===== config.mk =====
export PLATFORM = sky130hd
export DESIGN_NAME = pts_ram
export DESIGN_NICKNAME = d
export VERILOG_FILES = /design/src/pts_ram.sv
export SDC_FILE = /design/constraint.sdc
export NUM_CORES = 2
export LEC_CHECK = 0
export BUFFER_PORTS_ARGS = -buffer_cell sky130_fd_sc_hd__buf_4
export CAP_MARGIN = 30
export CORE_ASPECT_RATIO = 1.75
export CORE_MARGIN = 3
export CORE_UTILIZATION = 55
export DETAILED_ROUTE_END_ITERATION = 10
export GPL_TIMING_DRIVEN = 0
export PLACE_DENSITY = 0.71
export SLEW_MARGIN = 15
export SYNTH_ARGS = -nofsm -noshare
export SYNTH_HDL_FRONTEND = slang
export SYNTH_SLANG_ARGS = --single-unit

===== constraint.sdc =====
create_clock -name clk -period 4.77 [get_ports clk]
set_input_delay 0.2385 -clock clk [delete_from_list [all_inputs] [get_ports clk]]
set_output_delay 0.2385 -clock clk [all_outputs]
set_load 0.005 [all_outputs]

===== src/pts_ram.sv =====
// Generic single-write, single-read RAM with registered read data.
`default_nettype none
module pts_ram #(
	parameter int WIDTH = 33,
	parameter int DEPTH = 64
) (
	input  wire logic                     clk,
	input  wire logic                     we,
	input  wire logic [$clog2(DEPTH)-1:0] waddr,
	input  wire logic [WIDTH-1:0]         wdata,
	input  wire logic                     re,
	input  wire logic [$clog2(DEPTH)-1:0] raddr,
	output logic      [WIDTH-1:0]         rdata
);
	logic [WIDTH-1:0] mem [DEPTH];

	always_ff @(posedge clk) begin
		if (we) begin
			mem[waddr] <= wdata;
		end
		if (re) begin
			rdata <= mem[raddr];
		end
	end
endmodule
`default_nettype wire


After elaboration in Yosys (flattened, before gate mapping)
Memory sizes are Yosys's and may differ from the RTL's. A register that Yosys moved wholly into a read port is not among the register bits. Cells that the tools add are included.

Input bits: 48. RAM bits: 2112. Output and inout bits: 33. Memories: 1. Logic and storage cells: 3. Register bits after elaboration: 0.

Muxes and demuxes: 2.

Memory list: mem (depth 64, width 33, read ports 1, clocked after memory_dff 1, write ports 1, RTL line 15) `logic [WIDTH-1:0] mem [DEPTH];`.

Operators by type and width (number): $mux W1 (2).

Longest topological paths before layout
Depth in word-level cells: 2. Depth in mapped cells: 10. Depth with buffers taken out: 5.

Worst setup path after synthesis
Ideal clock, no wire load.

Path kind: input-to-reg. Start: in waddr[3]. End: mem mem[48][0], enable pin. Arrival time: 3.004 ns. Setup slack: 1.301 ns. Data required time: 4.306 ns. Stages: 4. Library setup time: 0.464 ns. Path through: clkbuf_1 > nor2b_1 > nand4b_1 > nor3_1.

RTL lines: from (decl) (RTL line 9) `input wire logic [$clog2(DEPTH)-1:0] waddr,`; to (decl) (RTL line 15).

No word-level cell before the write port.

==> flow_summary.toml <==
[synth]
post_syn_area_per_cell_um2 = 22.7
asyncSetResetFlopFracSynth_pct = 0
syn-cell-area_um2 = 81500
synth.ff_latch_count = 2145
synth.lib_cells_used.distinct = 45
synth_seq_area_share_pct = 79.0
netlist_instances = 3598
predominant_post_synthesis_flop_cell = "sky130_fd_sc_hd__edfxtp_1"
synth_edf_count = 2145
yosys_warnings = 0
total_nets_after_synthesis = 3646

[grt]
pin_count_of_the_biggest_net_entering_global_routing = 65
number_of_antenna_violations_at_the_first_check_in_global_routing = 16
globalRoute.totalOverflow = 0
grt_pass1_wl_um = 335000
grt_pass1_vias = 42907
grt.total_usage_pct = 32.0

[power]
seq_power_share_pct = 54.4
power.internal_mw = 30.2
pwr-share-comb_pct = 5.8
switching_part_of_the_total_power_pct = 21.6
leakage_nw = 29.2
power_density_nw_per_um2 = 410
max-vdd-ir-drop_mv = 0.406
p_sw_mw = 8.33
power.clock.fraction_pct = 39.9

[setup_path]
reg2reg_setup_slack_ps = 2070
worst-r2r-cell-count = 5
r2r_end = "rdata[22]"
cp_data_required_time_ps = 5440
crit_path_start_kind = "input port"
crit_end = "rdata[20]"
critical_path_class = "in -> reg"
crit_start = "raddr[2]"
critical_path_arrival_ps = 4290
cp_max_fo = 10
r2r-start = "mem[40][22]"
crit_end_element = "flip-flop"

[sta]
maxSlewHeadroom_pct = 16.3
worst_clock_skew_on_the_final_layout_ps = 28.2
worst_pin_slew_ps = 1250
final_slew_violations = 0
finalSetupViolations = 0
setup-tns-final_ps = 0
fraction_of_the_cycle_the_final_worst_path_needs_pct = 75.8
hold_viol_final = 0
hold_slack_ps = 139
final_period_minus_worst_setup_slack_ps = 3610
timing.fmax_mhz = 277
rsz0062_at_grt = "false"

[floorplanning]
dieWidth_um = 297
floorplan.initialDensity_pct = 55.4
num_rows = 186
die_ht_um = 515
fp.coreArea_um2 = 147000
top_ports = 81
die_area_um2 = 153000

[clock_network]
cts_tree = "built"
ctsLongestPathBuffers = 3
clock_pin_slew_on_the_worst_setup_and_hold_paths_ps = 60
post_cts_resized = 0
cts_setup_buffers = 0
postCtsHoldBufs = 34
cts_made_buffers = 177
h_tree_levels = 4
cts.sinks = 2145
cts-root-buf = "sky130_fd_sc_hd__clkbuf_16"
clk-insertion-delay-late_ps = 820

[drt]
routed_wl_um = 243000
antenna_violating_nets_left = 0
total_met3_wirelength_after_detailed_routing_um = 25700
routed.top_layer = "met5"
route.vias.total = 42465
drt-wirelength-per-cell_um = 39.4
drt_pass1_iterations = 8
drc = 1
per_cell_via_count_in_the_routed_design = 6.89
wl_met2_um = 119000
detail_route.iter0.violations = 6748
route.layer.met1.wl_um = 74700

[placed_design]
place.gp.congestion = 0.881
placement.io_buffers = 71
detailedPlacementHpwl_um = 161000

[layout]
final_net_count = 4058
utilization_pct = 63.9
drive_gt1_share_pct = 27.6
areaGrowthSynthToFinish_pct = 15.2

[job]
maxCapViolCount = 0

[run_status]
outcome = "complete, but fails checks"
failed_checks = "design-rule violations"

[worst_hold_path]
worst_hold_path_type = "in -> reg"
-- sequential cells by signal, indices dropped and copies added, names as in the netlist --
name and cells:
mem 2112, rdata 33
-- power by group through the flow --
stage	Combinational [mW]	Clock [mW]	Sequential [mW]
after global routing	2.27	16.1	20.9
after floorplan	1.00	0	21.3
after global placement	2.03	0	21.3
final	2.22	15.4	20.9
after CTS	2.18	15.4	20.9
after detailed placement	2.14	0	21.3
-- how the worst min path moves through the flow --
stage	start	endpoint	slack, ps	depth (start not counted)
after floorplan	wdata[0]	mem[0][0]	340	0
after global placement	rdata[8]	rdata[8]	640	1
after detailed placement	rdata[31]	rdata[31]	640	1
after CTS	waddr[1]	mem[51][29]	90	3
after global routing	waddr[0]	mem[51][29]	130	3
final	waddr[0]	mem[51][29]	140	3
-- worst max-delay path: stages --
cell and delay (ps):
sky130_fd_sc_hd__buf_4 140, sky130_fd_sc_hd__buf_2 340, sky130_fd_sc_hd__buf_2 430, sky130_fd_sc_hd__buf_2 490, sky130_fd_sc_hd__clkbuf_1 880, sky130_fd_sc_hd__a211oi_1 330, sky130_fd_sc_hd__o22ai_1 1040, sky130_fd_sc_hd__and3_1 360
-- kinds of logic (layout without fill, tap and decap cells) --
logic type / after synthesis / count (layout) / synth area share (%)
compound gates: 281 / 281 / 2.60
buf+inv: 207 / 770 / 1.47
flops: 2145 / 2145 / 79.0
mux: 587 / 587 / 14.7
other cells: 0 / 30 / 0
simple gates: 378 / 378 / 2.26
-- metrics by stage --
step	total power, mW	worst slack, ps	instances	area (um^2)
2_1_floorplan	22.3	1300	3598	81500
4_1_cts	38.5	1130	6129	93800
5_1_grt	39.3	1400	6159	93900
6_report	38.5	1160	6165	93900
3_5_place_dp	23.5	279	5765	87400
3_3_place_gp	23.4	-2190	5643	84500
-- cells in the final DEF (no fill, tap or decap), drive strengths merged, types with 46 or more instances in the layout --
cell | netlist | routed
a22oi | 77 | 77
buf | 122 | 321
clkbuf | 82 | 293
clkinv | 1 | 69
edfxtp | 2145 | 2145
mux2i | 96 | 96
mux4 | 485 | 485
nand2 | 102 | 102
nand3 | 86 | 86
nor2 | 71 | 71
o221ai | 46 | 46
o22ai | 59 | 59
-- synth_stat cells, types with 4 or more instances --
master / number / share of area, %
sky130_fd_sc_hd__a21oi_1: 17 / 0.10
sky130_fd_sc_hd__a211oi_1: 19 / 0.17
sky130_fd_sc_hd__and3_1: 19 / 0.15
sky130_fd_sc_hd__and2_1: 12 / 0.092
sky130_fd_sc_hd__mux4_2: 485 / 13
sky130_fd_sc_hd__mux2_2: 6 / 0.083
sky130_fd_sc_hd__nand2_1: 102 / 0.47
sky130_fd_sc_hd__clkbuf_1: 82 / 0.38
sky130_fd_sc_hd__nand4_1: 41 / 0.31
sky130_fd_sc_hd__buf_2: 58 / 0.36
sky130_fd_sc_hd__nand2b_1: 5 / 0.038
sky130_fd_sc_hd__nand3_1: 86 / 0.53
sky130_fd_sc_hd__a22oi_1: 77 / 0.71
sky130_fd_sc_hd__o221ai_1: 46 / 0.49
sky130_fd_sc_hd__buf_4: 17 / 0.16
sky130_fd_sc_hd__nor3_1: 5 / 0.031
sky130_fd_sc_hd__a31oi_1: 4 / 0.031
sky130_fd_sc_hd__o21ai_0: 13 / 0.080
sky130_fd_sc_hd__o221a_1: 8 / 0.11
sky130_fd_sc_hd__a221oi_1: 8 / 0.086
sky130_fd_sc_hd__nor2b_1: 23 / 0.18
sky130_fd_sc_hd__a211o_1: 8 / 0.086
sky130_fd_sc_hd__nor2_1: 71 / 0.33
sky130_fd_sc_hd__buf_8: 5 / 0.092
sky130_fd_sc_hd__o211ai_1: 8 / 0.074
sky130_fd_sc_hd__mux2i_1: 96 / 1.2
sky130_fd_sc_hd__buf_6: 28 / 0.39
sky130_fd_sc_hd__a211oi_2: 10 / 0.15
sky130_fd_sc_hd__edfxtp_1: 2145 / 79
sky130_fd_sc_hd__and4b_1: 4 / 0.049
sky130_fd_sc_hd__o22ai_1: 59 / 0.45
sky130_fd_sc_hd__buf_1: 13 / 0.060
-- metal layers --
layer | up-vias | track usage (%)
li1 | 16223 | -
met2 | 3334 | 52.0
met3 | 843 | 7.23
met5 | - | 0
met4 | 4 | 25.2
met1 | 22061 | 37.0
-- cell type report --
cell class	instances	area (um^2)
diodes	30	75.1
plain buffers	204	1190
clock buffers	211	4660
clock inverters	119	1400
fillers	9539	53100
inverters	3	11.3
multi-input cells	1246	16400
flip-flops and latches	2145	64400
well taps	1974	2470
repair buffers	233	3320
(Power assumes the default switching activity.)
