[src/pts_pkg.sv]
// Shared types and constants of the pooled two-sample t statistic block.
`default_nettype none
package pts_pkg;

	localparam int MAX_SAMPLES_DEF = 64;
	localparam int VALUE_W = 32;
	localparam int SQ_SHIFT = 12;
	localparam int VAR_FRAC_HALF = 10;
	localparam int EXP_MAX = 31;
	localparam logic [63:0] NORM_TOP = 64'h4000_0000_0000_0000;

	typedef enum logic [1:0] {
		STAT_OK    = 2'd0,
		STAT_EMPTY = 2'd1,
		STAT_FEW   = 2'd2,
		STAT_SAT   = 2'd3
	} status_t;

	typedef enum logic [4:0] {
		ST_LOAD,
		ST_CHECK,
		ST_MEAN0,
		ST_MEAN0_W,
		ST_MEAN1,
		ST_MEAN1_W,
		ST_DM,
		ST_SS_ADDR,
		ST_SS_DIFF,
		ST_SS_MUL,
		ST_SS_ACC,
		ST_VAR_MUL,
		ST_VAR_MUL_W,
		ST_VAR_DIV,
		ST_VAR_DIV_W,
		ST_NORM,
		ST_SQRT,
		ST_TDIV,
		ST_TDIV_W,
		ST_FIN
	} state_t;

	typedef struct packed {
		logic busy;
		logic done;
	} div_stat_t;

endpackage
`default_nettype wire

[src/pts_sdiv.sv]
// Restoring serial divider: one quotient bit per cycle, unsigned operands.
`default_nettype none
module pts_sdiv #(
	parameter int DVW = 76,
	parameter int DSW = 33
) (
	input  wire logic              clk,
	input  wire logic              arst_n,
	input  wire logic              start,
	input  wire logic [DVW-1:0]    dividend,
	input  wire logic [DSW-1:0]    divisor,
	output pts_pkg::div_stat_t     stat,
	output logic      [DVW-1:0]    quotient,
	output logic      [DSW-1:0]    remainder
);
	import pts_pkg::*;
	localparam int KW = $clog2(DVW + 1);

	logic [DVW-1:0] quo_q;
	logic [DSW-1:0] rem_q;
	logic [DSW-1:0] dsr_q;
	logic [KW-1:0]  cnt_q;
	logic           busy_q;
	logic           done_q;
	logic [DSW:0]   trial;
	logic           fits;

	always_comb begin
		trial = {rem_q, quo_q[DVW-1]};
		fits  = trial >= {1'b0, dsr_q};
	end

	always_ff @(posedge clk or negedge arst_n) begin
		if (!arst_n) begin
			busy_q <= 1'b0;
			done_q <= 1'b0;
			cnt_q  <= '0;
		end else if (start) begin
			busy_q <= 1'b1;
			done_q <= 1'b0;
			cnt_q  <= KW'(DVW);
		end else if (busy_q) begin
			cnt_q <= cnt_q - KW'(1);
			if (cnt_q == KW'(1)) begin
				busy_q <= 1'b0;
				done_q <= 1'b1;
			end
		end else begin
			done_q <= 1'b0;
		end
	end

	// shift the dividend out at the top, the quotient in at the bottom
	always_ff @(posedge clk) begin
		if (start) begin
			quo_q <= dividend;
			rem_q <= '0;
			dsr_q <= divisor;
		end else if (busy_q) begin
			rem_q <= fits ? DSW'(trial - {1'b0, dsr_q}) : trial[DSW-1:0];
			quo_q <= {quo_q[DVW-2:0], fits};
		end
	end

	assign stat.busy = busy_q;
	assign stat.done = done_q;
	assign quotient  = quo_q;
	assign remainder = rem_q;
endmodule
`default_nettype wire

[config.mk]
export PLATFORM = sky130hd
export DESIGN_NAME = pts_sdiv
export DESIGN_NICKNAME = d
export VERILOG_FILES = /design/src/pts_pkg.sv /design/src/pts_sdiv.sv
export SDC_FILE = /design/constraint.sdc
export NUM_CORES = 1
export LEC_CHECK = 0
export ABC_AREA = 1
export BUFFER_PORTS_ARGS = -buffer_cell sky130_fd_sc_hd__buf_4
export CORE_ASPECT_RATIO = 0.5
export CORE_UTILIZATION = 35
export CTS_CLUSTER_DIAMETER = 100
export DETAILED_ROUTE_END_ITERATION = 7
export GPL_TIMING_DRIVEN = 0
export PLACE_DENSITY_LB_ADDON = 0.25
export SLEW_MARGIN = 20
export SYNTH_ARGS = -nofsm -noshare
export SYNTH_HDL_FRONTEND = slang
export SYNTH_SLANG_ARGS = --single-unit
[constraint.sdc]
create_clock -name clk -period 4.53 [get_ports clk]
set_input_delay 0.453 -clock clk [delete_from_list [all_inputs] [get_ports clk]]
set_output_delay 0.453 -clock clk [all_outputs]
set_load 0.05 [all_outputs]
# --- Yosys cells after proc, flatten, opt, wreduce, memory -nomap -nowiden ---
# Index checks and enable logic that the tools add are counted.
totals:
  wordCells: 23
  regBits: 151
  inputBits: 112
  output_inout_bits: 111
classes:
  order_cmp: 1
  eq_ne: 2
  reduce_logical: 1
  n_addsub: 2
  muxes: 11
op_table:
  columns: ["operator", "count"]
  rows:
  - ["$mux 76", 2]
  - ["$ge 34x33->1", 1]
  - ["$mux 33", 1]
  - ["$sub 33x33->33", 1]
  - ["$mux 7", 2]
  - ["$eq 7x1->1 const B", 1]
  - ["$sub 7x1->7 const B", 1]
  - ["$mux 1", 6]
  - ["$ne 3x2->1 const B", 1]
  - ["$reduce_bool 2->1", 1]

# --- Logic depth before layout (Yosys ltp) ---
# Gate-level depths: netlist of run 1.
depth:
  ltp_word: 4
  depth_mapped: 17

# --- Least setup slack after synthesis of run 1 ---
# Ideal clock, no wire load.
synth_path:
  kind: "input port to flip-flop"
  startpoint: "input port start"
  endpoint: "register quo_q[0] (netlist: quotient[0]) (enable)"
  setup_time_ns: 0.471
  path_stages: 4
  path_buffers: 2
  arrival_ns: 3.186
  required_time_ns: 4.059
  path_slack_ns: 0.873
  path_cell_list: "clkbuf_1 nor2_1 inv_2 buf_1"
synth_via:
  elab_chain_cells: 1
synth_lines:
  columns: ["item", "line_no", "source"]
  rows:
  - ["start, declared", "pts_sdiv.sv:9", "input wire logic start,"]
  - ["$reduce_bool 2->1 (no source line)", null, null]
  - ["end signal, assigned", "pts_sdiv.sv:56", "quo_q <= dividend;"]
  - ["end signal, assigned", "pts_sdiv.sv:61", "quo_q <= {quo_q[DVW-2:0], fits};"]
  - ["end, declared", "pts_sdiv.sv:19", "logic [DVW-1:0] quo_q;"]
# Every way passes these cells.
# A chain may end at the register's enable or synchronous reset.

# --- Worst setup path after layout of run 1 ---
layout_path:
  startpoint: "input port start"
  endpoint: "register quo_q[38] (netlist: quotient[38]) (enable)"
# The elaborated chain is that of the path after synthesis.

==> summary.txt, run 1 <==
Status
  – Run status: finished clean

Final layout
  – Final core occ: 0.474
  – Most common cell after layout, fill and taps aside: nand2_1
  – Synthesis-to-finish area growth: 30.1%
  – Diodes inserted: 0
  – Most frequent cells in the layout: 557 x nand2_1, 224 x buf_4, 190 x inv_1, 109 x edfxtp_1, 80 x nand3_1
  – Final std cells w/o fill: roughly 1800
  – Share of cells above drive strength 1: 0.191
  – Total Nets Final: 1610

Synth
  – Synthesis-stage register bit count: 151
  – Xor/xnor cell area share of the yosys netlist: 0.0147
  – Synth Area in Simple Gates: 0.343
  – Area fraction in compound gates after synthesis: 0.0279
  – Synth Area in Adders: 0.0511
  – Synthesized net count: ~1400
  – Post-synthesis sequential area ratio: 0.464
  – Synthesized area: around 9000 µm²
  – Main combinational cell family by area after synthesis: simple AND/OR/NAND/NOR gates
  – Gate Count Post-Synth: about 1200
  – Mux contribution to synthesized area: 0
  – Synth warn: 0
  – Yosys cell types: 35
  – Synth Area per Inst: roughly 7.4 µm²

Timing
  – Tmin final: around 2.8 ns
  – Max Slew Vio Count: 0
  – RSZ-0062 raised after global routing: no
  – Final hold viol count: 0
  – Worst Max-Slew Pin Slew: approximately 0.76 ns
  – Achievable Freq: ~0.36 GHz
  – Setup_tns: 0 ns
  – Crit share post-route: 0.614
  – Clock Skew: roughly 0.012 ns
  – Slew headroom: 0.495
  – Final setup viols: 0
  – Final WS setup: 1.75 ns

Worst setup path
  – FF-to-FF End: remainder[30]$_SDFFE_PP0P_
  – Crit end category: flip-flop
  – Crit path launch type: primary input
  – WS Path Type: in2reg
  – Setup slack, reg-to-reg: 1.89 ns
  – Worst path required time: between 4 and 5 ns
  – R2R cell count: 13
  – CP max FO: 34
  – FF-to-FF Start: quotient[75]$_DFFE_PP_
  – Worst Path Arrival: a little under 3 ns

Floorplan
  – Die W: 228 µm
  – Row count: 40
  – Core box area: 24600 µm²
  – Die Y: between 100 and 150 µm
  – Initial core utilization: 0.365
  – Die area: 26300 µm²
  – I/O pins: ~220

Routing
  – DRT Pass-1 Iters: 5
  – Iteration-0 DRC Markers: 605
  – Wire per inst: about 15 µm
  – # DRC: 0
  – Vias: 8383
  – Routed Antenna Nets: 0
  – Drt total wl: around 28000 µm
  – Via/cell ratio: about 4.6

Placed design
  – Routability-driven placement congestion ratio: between 0.9 and 1
  – Cells after DPL: 1778
  – Hpwl dp: roughly 21000 µm
  – Pre-CTS setup slack: 1.25 ns
  – Port bufs: 222

Worst hold path
  – Hold Path Sink: dsr_q[18]$_DFFE_PP_
  – Worst Hold Depth: 1
  – Hold_sp: divisor[18]
  – Type of the most critical hold path: in2reg

Clock tree
  – # hold bufs at CTS: 1
  – Post-cts resize count: 0
  – Clock Latency Late Sink: roughly 0.44 ns
  – Setup repair bufs after CTS: 0
  – Root Driver: clkbuf_16
  – CTS tree: built
  – CTS H-tree depth: 4
  – Clock slew at reported path FFs: approximately 0.070 ns
  – CTS Buffer Depth: 2
  – # clock sinks: ~150
  – CTS Buf Count: 17

Global route
  – Largest net degree at the start of global routing: 35
  – Grt total ovfl: 0
  – First-pass GRT wire length: about 43000 µm
  – Global-route usage over all layers: 0.214
  – Vias in the first global route: between 8000 and 9000
  – Initial antenna violation count: 0

Power and ir drop
  – P_leak: 6.19 nW
  – Cell area power density: between 600 and 700 nW/µm²
  – Max VDD drop: 0.000259 V

Job
  – # Max-Cap Violations: 0
-- cell families (layout without fill, tap and decap cells) --
kind of cell    count (synthesis)  in the layout
simple gates                  741            741
buf+inv                       226            482
flops                         151            151
compound gates                 49             49
fa+ha+maj                      36             36
xor+xnor                       15             15
-- state kept, by name, summed over array words and instances, names as in the netlist --
register and flops:
quotient 76, dsr_q 33, cnt_q 7, busy_q 1, done_q 1, remainder 33
-- area by class of cell --
type / count / area (µm²)
inverters: 192 / 721
clock buffers: 19 / 433
flip-flops and latches: 151 / 4160
well taps: 336 / 420
multi-input cells: 841 / 3910
clock inverters: 12 / 126
plain buffers: 34 / 169
repair buffers: 225 / 1720
fillers: 2483 / 12900
-- where the power goes --
| group | leakage, nW | internal, mW | total, mW | switching [mW] |
|---|---|---|---|---|
| Clock | 0.268 | 0.806 | 1.40 | 0.592 |
| Sequential | 1.54 | 1.73 | 1.93 | 0.195 |
| Combinational | 4.38 | 1.21 | 3.69 | 2.47 |
-- synth_stat cells --
| cell type | n | area share |
|---|---|---|
| ha_1 | 35 | 0.049 |
| nand3_2 | 2 | 0.0022 |
| or2_2 | 2 | 0.0014 |
| o21ai_1 | 14 | 0.0078 |
| nand2_2 | 4 | 0.0028 |
| buf_2 | 8 | 0.0045 |
| buf_1 | 1 | 0.00042 |
| edfxtp_1 | 109 | 0.37 |
| o21bai_1 | 1 | 0.00084 |
| inv_2 | 1 | 0.00042 |
| nor3_1 | 5 | 0.0028 |
| o21ai_0 | 8 | 0.0045 |
| clkbuf_1 | 20 | 0.0084 |
| nand2_4 | 2 | 0.0025 |
| nand2_1 | 557 | 0.23 |
| nand3b_1 | 21 | 0.018 |
| clkinv_1 | 1 | 0.00042 |
| and2_1 | 9 | 0.0063 |
| fa_1 | 1 | 0.0022 |
| buf_4 | 2 | 0.0017 |
| inv_1 | 190 | 0.080 |
| buf_6 | 3 | 0.0038 |
| nor2_2 | 5 | 0.0035 |
| dfxtp_1 | 33 | 0.074 |
| nand3_1 | 80 | 0.045 |
| a31oi_1 | 1 | 0.00070 |
| nor2_4 | 1 | 0.0013 |
| a21oi_1 | 24 | 0.013 |
| or3_1 | 1 | 0.00070 |
| o22ai_1 | 1 | 0.00070 |
| nor2_1 | 47 | 0.020 |
| dfrtp_1 | 9 | 0.025 |
| nor3_2 | 1 | 0.0011 |
| xnor2_1 | 15 | 0.015 |
| nand4_1 | 4 | 0.0028 |
-- per-stage QoR --
stage	power, mW	instance area [µm²]	hold slack [ns]
floorplan	4.55	8960	0.157
global placement	5.58	11000	0.281
detailed placement	5.60	11100	0.282
CTS	7.04	11700	0.156
global route	7.50	11700	0.158
finish	7.01	11700	0.182
-- worst max-delay path: stages --
cell and delay [ns]:
buf_4 0.42, clkbuf_1 0.33, nor2_2 0.23, inv_2 0.25, buf_2 0.65, buf_12 0.29, buf_12 0.22
-- layer usage --
layer  global-route usage  vias to the layer above  share of wire
met5                    0                        -              0
met4               0.0586                        0          0.018
met3               0.0620                       30          0.068
met2                0.342                      218           0.44
met1                0.284                     3876           0.47
li1                     -                     4259              -
-- worst max-delay path by stage --
stage	start	endpoint	slack [ns]	cells after the start
floorplan	start	quotient[0]$_DFFE_PP_	0.87	4
global placement	start	quotient[28]$_DFFE_PP_	-1.38	5
detailed placement	start	quotient[29]$_DFFE_PP_	1.25	7
CTS	start	quotient[24]$_DFFE_PP_	1.73	7
global route	start	quotient[31]$_DFFE_PP_	1.61	7
finish	start	quotient[38]$_DFFE_PP_	1.75	7
Power figures use the tool's default switching activity.
==> run 2: changes to the inputs <==
--- a/config.mk
+++ b/config.mk
@@ -5,7 +5,7 @@
 export SDC_FILE = /design/constraint.sdc
 export NUM_CORES = 1
 export LEC_CHECK = 0
-export ABC_AREA = 1
+export ABC_AREA = 0
 export BUFFER_PORTS_ARGS = -buffer_cell sky130_fd_sc_hd__buf_4
 export CORE_ASPECT_RATIO = 0.5
 export CORE_UTILIZATION = 35
==> constraint.sdc (replaced) <==
create_clock -name clk -period 2.8 [get_ports clk]
set_input_delay 0.28 -clock clk [delete_from_list [all_inputs] [get_ports clk]]
set_output_delay 0.28 -clock clk [all_outputs]
set_load 0.05 [all_outputs]
==> run 2 against run 1 <==
  * Combinational power decreased by 66%
  * The run now ends with negative setup slack left
  * Register-to-register slack got worse by 2.1 ns
  * Synthesized cell count shrank 43%
  * First-iteration DRC count is 35% lower
  * Highest routed layer unchanged
  * Clock-buffer cell count down 1
==> summary.txt, run 2 <==
Status
  – Run status: complete, but fails checks
  – Failing checks: negative setup slack

Synth
  – Top FF cell, synth: edfxtp_1
  – Synth Area in Adders: 0.0571 (+0.00595)
  – Synth Area per Inst: 11.5 µm² (+56%)
  – Gate Count Post-Synth: 700 (-43%)
  – Main combinational cell family by area after synthesis: multiplexers
  – Yosys top cell area share: 0.408 (+0.0425)
  – Area fraction in compound gates after synthesis: 0.120 (+0.0924)
  – Yosys cell types: 59 (+69%)
  – Top post-synthesis cells by count: 109 x edfxtp_1, 75 x mux2_2, 54 x nor2_1, 45 x nand2_1, 44 x inv_1
  – Largest cells by area after synthesis: edfxtp_1 41%, mux2_2 11%, dfxtp_1 8.2%
  – Post-synthesis sequential area ratio: 0.518 (+0.0540)
  – Synth warn: 0 (unchanged)
  – Xor/xnor cell area share of the yosys netlist: 0.0349 (+0.0203)
  – Mux contribution to synthesized area: 0.135 (+0.135)
  – Synthesis-stage register bit count: 151 (unchanged)
  – Biggest area consumer among synthesized cells: edfxtp_1
  – Synthesized net count: 848 (-38%)
  – Synth Area in Simple Gates: 0.0918 (-0.251)
  – Post-synth EDFFs: 109 (unchanged)
  – Most frequent cell after synthesis: edfxtp_1
  – Async set or reset register ratio after synthesis: 0.0596 (unchanged)
  – Synthesized area: 8020 µm² (-10%)

Global route
  – Initial antenna violation count: 0 (unchanged)
  – Vias in the first global route: 6420 (-22%)
  – First-pass GRT wire length: 34300 µm (-21%)
  – Global-route usage over all layers: 0.188 (-0.0259)
  – Grt total ovfl: 0 (unchanged)
  – Largest net degree at the start of global routing: 41 (+17%)

Routing
  – Wire length on met3: 927 µm (-51%)
  – Routed Antenna Nets: 0 (unchanged)
  – # DRC: 0 (unchanged)
  – Iteration-0 DRC Markers: 394 (-35%)
  – Highest routed metal layer: met4
  – Wire per inst: 16.7 µm (+9.7%)
  – Vias: 6390 (-24%)
  – Drt total wl: 21500 µm (-22%)
  – Routed length on met2: 10400 µm (-15%)
  – Via/cell ratio: 4.96 (+7.0%)
  – DRT Pass-1 Iters: 5 (unchanged)
  – WL met1: 9890 µm (-24%)

Final layout
  – Most common cell after layout, fill and taps aside: buf_4
  – Final std cells w/o fill: 1289 (-29%)
  – Total Nets Final: 1124 (-30%)
  – Share of cells above drive strength 1: 0.373 (+0.182)
  – Max FFs per register: 76 (unchanged)
  – Diodes inserted: 0 (unchanged)
  – Most frequent cells in the layout: 232 x buf_4, 109 x edfxtp_1, 75 x mux2_2, 53 x nor2_1, 45 x nand2_1
  – Synthesis-to-finish area growth: 38.0%
  – Fin area: 11100 µm² (-5.0%)
  – Filler cell count: 2081 (-16%)

Clock tree
  – Root Driver: clkbuf_16
  – # clock sinks: 151 (unchanged)
  – Clock Latency Late Sink: 0.44 ns (about the same)
  – CTS H-tree depth: 4 (unchanged)
  – CTS Buffer Depth: 2 (unchanged)
  – CTS tree: built
  – Clock slew at reported path FFs: 0.06 ns (about the same)
  – CTS Buf Count: 17 (unchanged)

Floorplan
  – Initial core utilization: 0.364 (-0.000797)
  – Row count: 38 (-5.0%)
  – Die W: 216 µm (-5.3%)
  – Die area: 23600 µm² (-10%)
  – Die Y: 109 µm (-5.3%)
  – I/O pins: 223 (unchanged)
  – Core box area: 22100 µm² (-10%)

Timing
  – RSZ-0062 raised after global routing: yes
  – Final hold viol count: 0 (unchanged)
  – Max Slew Vio Count: 0 (unchanged)
  – Clock Skew: 0.00986 ns (-0.00198 ns)
  – Tmin final: approximately 3.0 ns
  – Crit share post-route: 1.06
  – Achievable Freq: approximately 0.34 GHz
  – Worst Max-Slew Pin Slew: 0.823 ns (+0.0662 ns)
  – Final WS setup: -0.163 ns (-1.91 ns)
  – Slew headroom: 0.449 (-0.0462)
  – Final setup viols: 33 (+33)

Worst setup path
  – CP max FO: 5 (-85%)
  – Setup slack, reg-to-reg: -0.16 ns (-2.05 ns)
  – Worst path required time: 3.08 ns (-1.60 ns)
  – Crit end category: flip-flop
  – Critical path's slowest cell: edfxtp_1
  – Critical path cell sequence: inv_1 -> ha_2 -> inv_2 -> fa_2 -> a21o_1 -> a311o_1 -> nand3_2 -> and3_4 -> nor2_2 -> o21a_1 -> o21ai_4 -> buf_12 -> buf_8 -> mux2i_2 -> a211oi_1
  – Slowest cell delay on critical path: 0.41 ns (-0.24 ns)
  – WS Path Type: reg2reg
  – Crit path launch type: flip-flop
  – Worst Path Arrival: 3.24 ns (+0.31 ns)
  – CP top delay family: compound AO/OA/AOI/OAI gates
  – Crit path buf inv count: 4 (-2)

Power and ir drop
  – Logic pwr share: 0.204 (-0.322)
  – Sw frac: 0.294 (-0.171)
  – Max VDD drop: 0.000343 V (+33%)
  – P_sw: 1.78 mW (-45%)
  – Tot Pwr: 6.06 mW (-14%)
  – Cell area power density: 548 nW/µm² (-9.0%)
  – P_leak: 4.91 nW (-21%)
  – P_int: 4.28 mW (+14%)
  – Reg power frac: 0.442 (+0.167)
  – Clock power frac: 0.354 (+0.155)

Job
  – # Max-Cap Violations: 0 (unchanged)

Placed design
  – Placed Area: 10100 µm² (-8.8%)
  – Hpwl dp: 15700 µm (-26%)
  – Cells after DPL: 1223 (-31%)
  – Routability-driven placement congestion ratio: 0.916 (-1.3%)
  – Pre-CTS setup slack: -0.309 ns (-1.56 ns)
  – Port bufs: 222 (unchanged)

Worst hold path
  – Type of the most critical hold path: in2reg
-- run 2: cell types whose count changed after synthesis, sizes merged, moves of 24 or more --
cell / delta
a211oi: +29
mux2: +75
nand3: -68
nand2: -518
mux2i: +24
inv: -147
-- run 2: routing by layer --
layer  GRT usage  vias to the layer above
met2       0.308                      112
met5           0                        -
li1            -                     3121
met3      0.0527                       20
met4      0.0563                        0
met1       0.242                     3137
-- run 2: power by group through the flow --
stage	combinational, mW	clock [mW]	sequential [mW]
floorplan	0.360	0	3.13
global placement	1.19	0	2.72
detailed placement	1.20	0	2.72
CTS	1.24	2.20	2.68
global route	1.31	2.29	2.70
finish	1.24	2.15	2.68
-- run 2: per-stage QoR --
stage | hold slack [ns] | setup TNS (ns) | util
final | 0.0234 | -3.77 | 0.502
after global routing | 0.000283 | -9.76 | 0.502
after CTS | 0.0000322 | -4.77 | 0.500
after detailed placement | 0.112 | -11.95 | 0.458
after global placement | 0.112 | -111.09 | 0.457
after floorplan | -0.0156 | -5.62 | -
-- run 2: path summary, 6_finish.rpt --
check                                                start                    endpoint  cells after the start
worst max-delay path                quotient[75]$_DFFE_PP_  remainder[20]$_SDFFE_PP0P_                     15
worst min-delay path                           divisor[30]         dsr_q[30]$_DFFE_PP_                      1
worst max register to register      quotient[75]$_DFFE_PP_  remainder[20]$_SDFFE_PP0P_                     15
worst min register to register  remainder[21]$_SDFFE_PP0P_  remainder[21]$_SDFFE_PP0P_                      2
max in group asynchronous                           arst_n        cnt_q[4]$_DFFE_PN0P_                      2
min in group asynchronous                           arst_n        cnt_q[1]$_DFFE_PN0P_                      2
-- run 2: cell type report --
cell class	count	area, µm²	area share
clock inverter	14	109	0.00983
clock buffer	18	429	0.0388
multi-input combinational	470	3570	0.323
timing repair buffer	257	2060	0.186
sequential	151	4160	0.376
buffer	35	198	0.0179
inverter	44	168	0.0151
tap	300	375	0.0339
-- run 2: kinds of logic after synthesis --
kind of cell | after synthesis
simple gates | 158
flops | 151
compound gates | 145
mux | 99
buf+inv | 79
fa+ha+maj | 36
xor+xnor | 32
-- run 2: repair_timing --
item	4_1_cts	5_1_grt
setup buffers	9	1
hold endpoints to repair	30	0
gates cloned	2	0
hold buffers	22	0
endpoints found under the setup margin	34	34
pin swaps	6	13
gates resized for setup	9	14
